## src/dmtlb_pkg.sv

```systemverilog
// Shared types and constants for the direct-mapped TLB with two-level page walk.
// Holds address split widths, controller states, outcomes and the command/status structs.
// No dependencies.
package dmtlb_pkg;

    // Address split
    localparam int DIR_BITS  = 10;
    localparam int TAB_BITS  = 10;
    localparam int OFF_BITS  = 12;
    localparam int VA_W      = 32;
    localparam int FRAME_W   = VA_W - OFF_BITS;
    localparam int LEAF_BITS = DIR_BITS + TAB_BITS;

    // Frame counter and statistics widths
    localparam int NF_W  = 21;
    localparam int CNT_W = 32;
    localparam logic [NF_W-1:0] LIMIT_RESET = NF_W'(1000000);

    // Leaf valid bits are stored in rows to keep the clearing pass short
    localparam int LV_SEL_BITS = (LEAF_BITS > 6) ? 5 : 1;
    localparam int LV_ROW_BITS = LEAF_BITS - LV_SEL_BITS;
    localparam int LV_WIDTH    = 1 << LV_SEL_BITS;

    // Clearing pass covers the deepest of the cleared stores
    localparam int CLR_BITS_A = (LV_ROW_BITS > DIR_BITS) ? LV_ROW_BITS : DIR_BITS;
    localparam int CLR_BITS   = (CLR_BITS_A > TAB_BITS) ? CLR_BITS_A : TAB_BITS;

    typedef enum logic [1:0] {
        OUT_HIT       = 2'd0,
        OUT_COLD      = 2'd1,
        OUT_CONFLICT  = 2'd2,
        OUT_EXHAUSTED = 2'd3
    } outcome_t;

    typedef enum logic [2:0] {
        ST_CLEAR,
        ST_IDLE,
        ST_LOOK,
        ST_ROOT,
        ST_DIR,
        ST_LEAF,
        ST_FILL,
        ST_DONE
    } state_t;

    typedef struct packed {
        logic             valid;
        logic [DIR_BITS-1:0] tag;
        logic [FRAME_W-1:0]  frame;
    } line_t;

    // Controller -> datapath
    typedef struct packed {
        logic rd_en;
        logic clr_en;
        logic look;
        logic alloc;
        logic set_root;
        logic set_dir;
        logic set_leaf;
        logic fill;
        logic load_out;
    } dp_cmd_t;

    // Datapath -> controller
    typedef struct packed {
        logic clr_done;
        logic halted;
        logic hit;
        logic root_present;
        logic dir_valid;
        logic leaf_valid;
        logic alloc_last;
        logic out_free;
    } dp_sts_t;

endpackage

```

## src/dmtlb_ctrl.sv

```systemverilog
// Controller state machine for the TLB: clearing pass, lookup, page walk, refill, response.
// Depends on dmtlb_pkg.
module dmtlb_ctrl
    import dmtlb_pkg::*;
(
    input  logic    clk,
    input  logic    rst_n,
    input  logic    in_valid,
    output logic    in_ready,
    input  dp_sts_t sts,
    output dp_cmd_t cmd
);

    state_t state_reg;
    state_t state_next;

    // State register
    always_ff @(posedge clk or negedge rst_n)
    begin
        if (!rst_n)
        begin
            state_reg <= ST_CLEAR;
        end
        else
        begin
            state_reg <= state_next;
        end
    end

    // Next state and commands
    always_comb
    begin
        state_next = state_reg;
        cmd        = '0;
        in_ready   = 1'b0;
        case (state_reg)
            ST_CLEAR:
            begin
                cmd.clr_en = 1'b1;
                if (sts.clr_done)
                begin
                    state_next = ST_IDLE;
                end
            end
            ST_IDLE:
            begin
                in_ready = 1'b1;
                if (in_valid)
                begin
                    cmd.rd_en  = 1'b1;
                    state_next = ST_LOOK;
                end
            end
            ST_LOOK:
            begin
                cmd.look = 1'b1;
                if (sts.halted || sts.hit)
                begin
                    state_next = ST_DONE;
                end
                else if (!sts.root_present)
                begin
                    state_next = ST_ROOT;
                end
                else if (!sts.dir_valid)
                begin
                    state_next = ST_DIR;
                end
                else if (!sts.leaf_valid)
                begin
                    state_next = ST_LEAF;
                end
                else
                begin
                    state_next = ST_FILL;
                end
            end
            ST_ROOT:
            begin
                cmd.alloc    = 1'b1;
                cmd.set_root = 1'b1;
                if (sts.alloc_last)
                begin
                    state_next = ST_DONE;
                end
                else if (!sts.dir_valid)
                begin
                    state_next = ST_DIR;
                end
                else if (!sts.leaf_valid)
                begin
                    state_next = ST_LEAF;
                end
                else
                begin
                    state_next = ST_FILL;
                end
            end
            ST_DIR:
            begin
                cmd.alloc   = 1'b1;
                cmd.set_dir = 1'b1;
                if (sts.alloc_last)
                begin
                    state_next = ST_DONE;
                end
                else if (!sts.leaf_valid)
                begin
                    state_next = ST_LEAF;
                end
                else
                begin
                    state_next = ST_FILL;
                end
            end
            ST_LEAF:
            begin
                cmd.alloc    = 1'b1;
                cmd.set_leaf = 1'b1;
                if (sts.alloc_last)
                begin
                    state_next = ST_DONE;
                end
                else
                begin
                    state_next = ST_FILL;
                end
            end
            ST_FILL:
            begin
                cmd.fill   = 1'b1;
                state_next = ST_DONE;
            end
            ST_DONE:
            begin
                if (sts.out_free)
                begin
                    cmd.load_out = 1'b1;
                    state_next   = ST_IDLE;
                end
            end
            default:
            begin
                state_next = ST_CLEAR;
            end
        endcase
    end

endmodule

```

## config.mk

```make
export PLATFORM = sky130hd
export DESIGN_NAME = dmtlb_ctrl
export DESIGN_NICKNAME = d
export VERILOG_FILES = /design/src/dmtlb_pkg.sv /design/src/dmtlb_ctrl.sv
export SDC_FILE = /design/constraint.sdc
export NUM_CORES = 1
export LEC_CHECK = 0
export BUFFER_PORTS_ARGS = -buffer_cell sky130_fd_sc_hd__buf_4
export CAP_MARGIN = 20
export CORE_AREA = 2 2 39 41
export CTS_CLUSTER_DIAMETER = 30
export DETAILED_ROUTE_END_ITERATION = 16
export DIE_AREA = 0 0 41 43
export GPL_TIMING_DRIVEN = 0
export PLACE_DENSITY_LB_ADDON = 0.1
export SYNTH_ARGS = -nofsm -noshare
export SYNTH_HDL_FRONTEND = slang
export SYNTH_SLANG_ARGS = --single-unit
```

## constraint.sdc

```tcl
create_clock -name clk -period 3 [get_ports clk]
set_input_delay 0.15 -clock clk [delete_from_list [all_inputs] [get_ports clk]]
set_output_delay 0.15 -clock clk [all_outputs]
set_load 0.05 [all_outputs]
```

==> results.json, run 1 <==
{
  "yosys.area_share.simple_pct": 38.8,
  "drcViolationCount": 0,
  "gr-total-overflow": 0,
  "synth_top_family_by_area": "simple AND/OR/NAND/NOR gates",
  "num_vias": 391,
  "clk_pin_slew_ns": 0.04,
  "worst_slack_ns": 1.45,
  "grt_first_pass_wirelength_mm": 1.41,
  "globalplace.congestion": 0.705,
  "clk_latency_ns": 0.23,
  "hold_viol_final": 0,
  "total_power_mw": 0.591,
  "clock_path_buffers": 2,
  "firstDrtPassIters": 2,
  "initial_core_util_pct": 21.9,
  "fin_skew_ns": 0.00239,
  "hold_ws_ns": 0.144,
  "status": "completed",
  "fin_crit_sh_pct": 51.6,
  "synthDistinctLibCells": 21,
  "tritoncts": "done",
  "syn2layout_area_growth_pct": 68.2,
  "max_slew_margin_pct": 81.1,
  "syn_nets": 57,
  "fmax_ghz": 0.645,
  "synth_cells": 46,
  "pin_count": 21,
  "synth_area_um2": 303,
  "synth-warning-count": 0,
  "die_w_um": 41,
  "antenna_left": 0,
  "antenna_found_initial": 0,
  "worst-setup-path-type": "flop to output pin",
  "diodes": 0,
  "rows": 14,
  "synth-xor-area-share_pct": 0,
  "finalCriticalPeriod_ns": 1.55,
  "cp.arrival_ns": 1.40,
  "synth_seq_area_share_pct": 24.8,
  "cts-root-buf": "clkbuf_4",
  "cts.sink_count": 3,
  "rsz0062_at_grt": "no",
  "finalSetupTns_ns": 0,
  "max_cap_violations": 0,
  "pre_cts_ws_ns": 1.71,
  "detail_route.iter0.violations": 2,
  "synth_mux_area_share_pct": 0,
  "tightestPinTransition_ns": 0.281,
  "holdBufCountCts": 1,
  "layout-drive-gt1-share_pct": 38.0,
  "grtUsageTotal_pct": 12.0,
  "hold_path.class": "input pin to flop",
  "synth-edff-count": 0,
  "place_hpwl_um": 696,
  "setup_violations": 0,
  "synth_flop_cell": "dfrtp_1",
  "ir_drop_mv": 0.376,
  "required_ns": 2.85,
  "synth_compound_area_share_pct": 27.7,
  "largest_register_ffs": 3,
  "grt_start_max_net_pins": 11,
  "critPathMaxFanout": 10,
  "nets": 83,
  "async_flop_share_pct": 100,
  "powerDensity_nw_per_um2": 1160,
  "vias_per_cell": 4.49,
  "startpoint_type": "flop",
  "synthDominantCellAreaShare_pct": 24.8,
  "syn_avg_cell_area_um2": 6.58,
  "postCtsResizedCells": 0,
  "dieArea_um2": 1760,
  "synth_area_leaders": "dfrtp_1, nor2_1, nand2_1",
  "synth_adder_area_share_pct": 0,
  "synth-seq-cells": 3,
  "cp-end-kind": "output pin",
  "cts_setup_buffers": 0,
  "nFillCells": 162,
  "die_h_um": 43,
  "cellLeakagePower_nw": 0.239,
  "h-tree-depth": 1,
  "grt_pass1_vias": 357,
  "avgRoutedWirePerCell_um": 10.5,
  "synth_area_leader_cell": "dfrtp_1",
  "maxSlewViolCount": 0,
  "coreArea_um2": 1380,
  "portBuffers": 20,
  "cts_buffers": 3,
  "wl_um": 917
}
[area by class of cell]
class	instances	area [um2]	area share, %
Buffer	3	15.0	2.95
Clock buffer	4	26.3	5.16
Inverter	3	11.3	2.21
Multi-Input combinational cell	37	201	39.6
Sequential cell	3	75.1	14.7
Tap cell	16	20.0	3.93
Timing Repair Buffer	21	160	31.4
[cells in the mapped netlist (all sizes together) (2+ instances only)]
library cell / n
nor2: 7
inv: 3
dfrtp: 3
o211ai: 2
buf: 3
a21oi: 3
a211oi: 2
nor3: 3
nand2b: 3
nand2: 5
o21ai: 3
[metal layers]
metal / up-vias / part of all wire [%] / global-route usage, % / wire length [um]
li1: 214 / - / - / -
met1: 166 / 46 / 13.5 / 426
met2: 11 / 48 / 18.4 / 441
met3: 0 / 5.2 / 1.57 / 48
met4: 0 / 0 / 10.0 / 0
met5: - / 0 / 0 / 0
[placed cells by master, fill, tap and decap left out, types with 3 or more instances in the layout]
master and n:
a21oi_1 3, buf_2 3, buf_4 20, clkbuf_4 3, dfrtp_1 3, nand2_1 5
nand2b_1 3, nor2_1 7, nor3_1 3, o21ai_1 3
[per-stage QoR]
stage | std cells | utilization (%) | instance area (um2)
floorplan | 46 | - | 303
global placement | 82 | 34.2 | 473
detailed placement | 82 | 34.2 | 473
CTS | 87 | 36.8 | 509
global route | 87 | 36.8 | 509
finish | 87 | 36.8 | 509
[cells by family after synthesis]
logic type             Yosys count
DFF                              3
and+or+nand+nor                 24
buffers and inverters            6
AOI/OAI and AO/OA               13
[power by group]
part | switching [mW] | leakage, nW | internal (mW)
clock network | 0.0209 | 0.0150 | 0.0498
logic | 0.293 | 0.191 | 0.141
registers | 0.0260 | 0.0325 | 0.0602
[path summary, 6_finish.rpt]
kind                              startpoint      endpoint  slack [ns]  cells after the start
worst max-delay path            state_reg[0]        cmd[0]        1.45                      4
min in group asynchronous              rst_n  state_reg[1]        0.24                      2
worst max register to register  state_reg[0]  state_reg[2]        1.69                      3
worst min register to register  state_reg[1]  state_reg[0]        0.75                      3
worst min-delay path                  sts[0]  state_reg[1]        0.14                      2
max in group asynchronous              rst_n  state_reg[0]        2.67                      2
[critical path, stage by stage (launching register included)]
cell,delay (ns)
dfrtp_1,0.42
buf_2,0.26
nand3_1,0.13
nor2_1,0.14
buf_4,0.22
No activity file was read; power rests on OpenSTA's default activity.
==> run 2: changes to the inputs <==
--- a/config.mk
+++ b/config.mk
@@ -5,6 +5,7 @@
 export SDC_FILE = /design/constraint.sdc
 export NUM_CORES = 1
 export LEC_CHECK = 0
+export ABC_AREA = 1
 export BUFFER_PORTS_ARGS = -buffer_cell sky130_fd_sc_hd__buf_4
 export CAP_MARGIN = 20
 export CORE_AREA = 2 2 39 41
==> constraint.sdc (replaced) <==
create_clock -name clk -period 1.25 [get_ports clk]
set_input_delay 0.0625 -clock clk [delete_from_list [all_inputs] [get_ports clk]]
set_output_delay 0.0625 -clock clk [all_outputs]
set_load 0.05 [all_outputs]
==> results.json, run 2 <==
{
  "pin_count": 21,
  "clk_pin_slew_ns": 0.03,
  "gr-total-overflow": 0,
  "synth-edff-count": 0,
  "final_cell_mix": "nand2_1, buf_4, inv_1, nor2_1",
  "endpoint": "cmd[8]",
  "detail_route.iter0.violations": 5,
  "die_h_um": 43,
  "coreArea_um2": 1380,
  "rows": 14,
  "required_ns": 1.19,
  "avgRoutedWirePerCell_um": 8.94,
  "synth_cells": 68,
  "synth-seq-cells": 3,
  "hold_viol_final": 0,
  "drcViolationCount": 0,
  "status": "complete, but fails checks",
  "h-tree-depth": 1,
  "synthDominantCellAreaShare_pct": 22.5,
  "cts_buffers": 3,
  "placed_area_um2": 568,
  "synth_area_leader_cell": "nand2_1",
  "ff2ff_path_depth": 7,
  "globalplace.congestion": 0.766,
  "cts.sink_count": 3,
  "syn_avg_cell_area_um2": 5.39,
  "synth_seq_area_share_pct": 20.5,
  "grtUsageTotal_pct": 12.7,
  "antenna_left": 0,
  "worst-setup-path-type": "flop to output pin",
  "violations": "negative setup slack",
  "cellLeakagePower_nw": 0.377,
  "layout_commonest_cell": "nand2_1",
  "hold_path.class": "input pin to flop",
  "wl_mm": 1.00,
  "largest_register_ffs": 3,
  "reg2reg_from": "state_reg[0]",
  "synth_flop_cell": "dfrtp_1",
  "synth-warning-count": 0,
  "fin_skew_ns": 0.000228,
  "cpLargestDelayFamily": "flip-flops",
  "p_sw_mw": 1.02,
  "tightestPinTransition_ns": 0.205,
  "pre_cts_ws_ns": -0.00373,
  "startpoint_type": "flop",
  "antenna_found_initial": 0,
  "grt_start_max_net_pins": 11,
  "synth_area_um2": 367,
  "async_flop_share_pct": 100,
  "hold_path_depth": 4,
  "fmax_ghz": 0.782,
  "critPathMaxFanout": 7,
  "grt_first_pass_wirelength_mm": 1.55,
  "comb_power_share_pct": 78.0,
  "diodes": 0,
  "initial_core_util_pct": 26.5,
  "critical_path_cell_count": 4,
  "clock_path_buffers": 2,
  "crit_chain": "inv_1 > nand2_2 > nor3_2 > buf_6",
  "finalSetupTns_ns": -0.0488,
  "setup_violations": 2,
  "path_buf_inv": 2,
  "die_w_um": 41,
  "nets": 108,
  "syn2layout_area_growth_pct": 88.1,
  "nFillCells": 155,
  "syn_nets": 79,
  "critPathLaunch": "state_reg[1]",
  "cp.arrival_ns": 1.22,
  "ir_drop_mv": 1.05,
  "cts-root-buf": "clkbuf_4",
  "r2r_end": "state_reg[0]",
  "max_cap_violations": 0,
  "dieArea_um2": 1760,
  "sw_frac_of_total_pct": 55.8,
  "finalCriticalPeriod_ns": 1.28,
  "firstDrtPassIters": 4,
  "rsz0062_at_grt": "yes",
  "total_power_mw": 1.82,
  "regArea_um2": 77.6,
  "p_int_mw": 0.806,
  "max_slew_margin_pct": 86.3,
  "powerDensity_nw_per_um2": 2640,
  "tritoncts": "done",
  "maxSlewViolCount": 0,
  "fin_crit_sh_pct": 102,
  "num_vias": 470,
  "worst_slack_ns": -0.0290,
  "synth_most_common_cell": "nand2_1",
  "layout-drive-gt1-share_pct": 45.8,
  "grt_pass1_vias": 409,
  "slowest_stage": "dfrtp_2",
  "cpPeakStageDelay_ns": 0.45,
  "synthDistinctLibCells": 16,
  "fin_area_um2": 689,
  "portBuffers": 20,
  "synth_area_leaders": "nand2_1, dfrtp_1, inv_1",
  "vias_per_cell": 4.20,
  "multi_input_area_um2": 277,
  "cp-end-kind": "output pin",
  "synthTopCellsByCount": "nand2_1, inv_1, nor2_1, nand3_1, dfrtp_1",
  "pwr-share-clk_pct": 9.0,
  "clk_latency_ns": 0.23,
  "place_hpwl_um": 784,
  "seqPwrFrac_pct": 13.0,
  "ff2ff_setup_slack_ns": 0.05
}
[run 2: cell types whose count changed after synthesis, moves of 3 or more]
cell and change:
nand2_1 +17, nand2b_1 -3, inv_1 +11, nand3_1 +5
buf_2 -3, nor2_1 +3
[run 2: cell type report]
class / count / share of cell area, %
buffer: 1 / 2.18
clock buffer: 4 / 3.81
inverter: 14 / 8.35
multi-input combinational: 50 / 40.1
sequential: 3 / 11.3
tap: 16 / 2.90
timing repair buffer: 24 / 31.4
[run 2: tightest hold or removal path: stages]
cell and delay (ns):
buf_4 0.08, nor2_1 0.06, inv_1 0.05, nand2_1 0.04
[run 2: worst min path at each step]
stage | end | from | slack, ns
after floorplan | state_reg[0] | rst_n | -0.23
after global placement | state_reg[2] | rst_n | -0.15
after detailed placement | state_reg[2] | rst_n | -0.15
after CTS | state_reg[1] | sts[0] | 0.11
after global routing | state_reg[1] | sts[0] | 0.14
final | state_reg[1] | sts[0] | 0.11
[run 2: per-stage QoR]
step	hold slack (ns)	util [%]	cells
final	0.113	49.8	112
after global routing	0.145	49.8	112
after CTS	0.111	46.2	110
after detailed placement	-0.147	41.0	104
after global placement	-0.147	41.0	104
after floorplan	-0.233	-	68
[run 2: what timing repair did]
action | in CTS | in global routing
pin swaps | 0 | 1
gates resized for setup | 10 | 10
setup endpoints to repair | 10 | 11
buffers inserted | 1 | 2
hold buffers | 1 | 0
endpoints found under the hold margin | 3 | 0
[run 2: per-layer routing]
layer  track usage, %  wire [um]
met2             19.4        475
met1             16.2        455
met4             4.00          0
met3             4.19         71
met5                0          0
[run 2: kinds of logic after synthesis]
family / after synthesis / synth area share [%]
simple gates: 45 / 53.9
flops: 3 / 20.5
compound gates: 5 / 7.51
buf+inv: 15 / 18.1
[run 2: power groups by stage]
stage	sequential (mW)	clock, mW	combinational [mW]
finish	0.236	0.165	1.42
global route	0.242	0.180	1.55
CTS	0.234	0.175	1.29
detailed placement	0.219	0	1.21
global placement	0.221	0	1.21
floorplan	0.203	0	0.930
==> run 3: changes to the inputs <==
--- a/config.mk
+++ b/config.mk
@@ -14,6 +14,8 @@
 export DIE_AREA = 0 0 41 43
 export GPL_TIMING_DRIVEN = 0
 export PLACE_DENSITY_LB_ADDON = 0.1
+export RECOVER_POWER = 50
+export SLEW_MARGIN = 15
 export SYNTH_ARGS = -nofsm -noshare
 export SYNTH_HDL_FRONTEND = slang
 export SYNTH_SLANG_ARGS = --single-unit
==> results.json, run 3 (synthesis gave the netlist of run 2 again) <==
{
  "critPathMaxFanout": 7,
  "pwr-share-clk_pct": 9.1,
  "grt_first_pass_wirelength_mm": 1.55,
  "ff2ff_path_depth": 7,
  "endpoint": "cmd[8]",
  "comb_power_share_pct": 78.0,
  "clk_pin_slew_ns": 0.03,
  "fin_skew_ns": 0.000188,
  "dieArea_um2": 1760,
  "setup_violations": 2,
  "critPathLaunch": "state_reg[1]",
  "fmax_ghz": 0.782,
  "antenna_left": 0,
  "fin_crit_sh_pct": 102,
  "max_cap_violations": 0,
  "sw_frac_of_total_pct": 55.8,
  "max_slew_margin_pct": 86.3,
  "powerDensity_nw_per_um2": 2660,
  "hold_viol_final": 0,
  "p_sw_mw": 1.02,
  "maxSlewViolCount": 0,
  "grt_start_max_net_pins": 11,
  "worst-setup-path-type": "flop to output pin",
  "r2r_end": "state_reg[0]",
  "final_cell_mix": "nand2_1, buf_4, inv_1, nor2_1",
  "drcViolationCount": 0,
  "largest_register_ffs": 3,
  "avgRoutedWirePerCell_um": 8.92,
  "grtUsageTotal_pct": 12.7,
  "placed_area_um2": 568,
  "slowest_stage": "dfrtp_2",
  "p_int_mw": 0.804,
  "fin_util_pct": 49.5,
  "die_w_um": 41,
  "syn2layout_area_growth_pct": 87.0,
  "violations": "negative setup slack",
  "clk_latency_ns": 0.23,
  "pre_cts_ws_ns": -0.00373,
  "layout_commonest_cell": "nand2_1",
  "antenna_found_initial": 0,
  "seqPwrFrac_pct": 13.0,
  "hold_path.class": "input pin to flop",
  "path_buf_inv": 2,
  "cts-root-buf": "clkbuf_4",
  "cellLeakagePower_nw": 0.373,
  "place_hpwl_um": 784,
  "critical_path_cell_count": 4,
  "reg2reg_from": "state_reg[0]",
  "cts_buffers": 3,
  "ir_drop_mv": 1.01,
  "pin_count": 21,
  "worst_slack_ns": -0.0291,
  "hp-start": "sts[0]",
  "wl_um": 999,
  "tightestPinTransition_ns": 0.205,
  "rsz0062_at_grt": "yes",
  "clock_path_buffers": 2,
  "initial_core_util_pct": 26.5,
  "startpoint_type": "flop",
  "tritoncts": "done",
  "cp.arrival_ns": 1.22,
  "vias_per_cell": 4.21,
  "globalplace.congestion": 0.766,
  "portBuffers": 20,
  "cpPeakStageDelay_ns": 0.45,
  "detail_route.iter0.violations": 5,
  "firstDrtPassIters": 4,
  "nets": 108,
  "cpLargestDelayFamily": "flip-flops",
  "fin_area_um2": 686,
  "coreArea_um2": 1380,
  "diodes": 0,
  "num_vias": 471,
  "dp_cells": 104,
  "ff2ff_setup_slack_ns": 0.05,
  "cp-end-kind": "output pin",
  "instances_no_fill": 112,
  "crit_chain": "inv_1 > nand2_2 > nor3_2 > buf_6",
  "die_h_um": 43,
  "cts.sink_count": 3,
  "total_power_mw": 1.82,
  "layout-drive-gt1-share_pct": 44.8,
  "status": "complete, but fails checks",
  "gr-total-overflow": 0,
  "finalCriticalPeriod_ns": 1.28,
  "required_ns": 1.19,
  "h-tree-depth": 1,
  "grt_pass1_vias": 409,
  "rows": 14
}
[run 3: tightest hold or removal path, stage by stage]
cell and delay (ns):
buf_4 0.08, nor2_1 0.06, inv_1 0.05, nand2_1 0.04
[run 3: layer usage]
layer	global-route usage (%)	vias up	routed length (um)
li1	-	261	-
met1	16.2	197	454
met2	19.4	13	474
met3	4.19	0	71
met4	4.00	0	0
met5	0	-	0
[run 3: final cells by class]
cell class | count | area, um2
Multi-Input combinational cell | 50 | 277
Clock buffer | 4 | 26.3
Timing Repair Buffer | 24 | 213
Fill cell | 157 | 698
Tap cell | 16 | 20.0
Inverter | 14 | 57.6
Buffer | 1 | 15.0
Sequential cell | 3 | 77.6
[run 3: power by group through the flow]
stage                     registers (mW)  clock network (mW)  logic (mW)
after floorplan                    0.203                   0       0.930
after CTS                          0.234               0.175        1.29
after global routing               0.242               0.180        1.55
after global placement             0.221                   0        1.21
after detailed placement           0.219                   0        1.21
final                              0.236               0.165        1.42
[run 3: per-stage QoR]
stage | setup TNS [ns] | hold slack, ns
final | -0.0489 | 0.113
after CTS | -0.0679 | 0.111
after global routing | -0.394 | 0.145
after global placement | -0.0702 | -0.147
after floorplan | -0.238 | -0.233
after detailed placement | -0.00373 | -0.147
[run 3: repair_timing]
item	4_1_cts	5_1_grt
buffers inserted	1	2
pin swaps	0	1
resized for setup	10	10
endpoints found under the setup margin	10	11
hold endpoints to repair	3	0
hold buffers	1	0
[run 3: worst min path at each step]
stage                     slack (ns)           end  cells past startpoint
final                           0.11  state_reg[1]                      4
after global routing            0.14  state_reg[1]                      4
after CTS                       0.11  state_reg[1]                      4
after detailed placement       -0.15  state_reg[2]                      1
after global placement         -0.15  state_reg[2]                      1
after floorplan                -0.23  state_reg[0]                      0
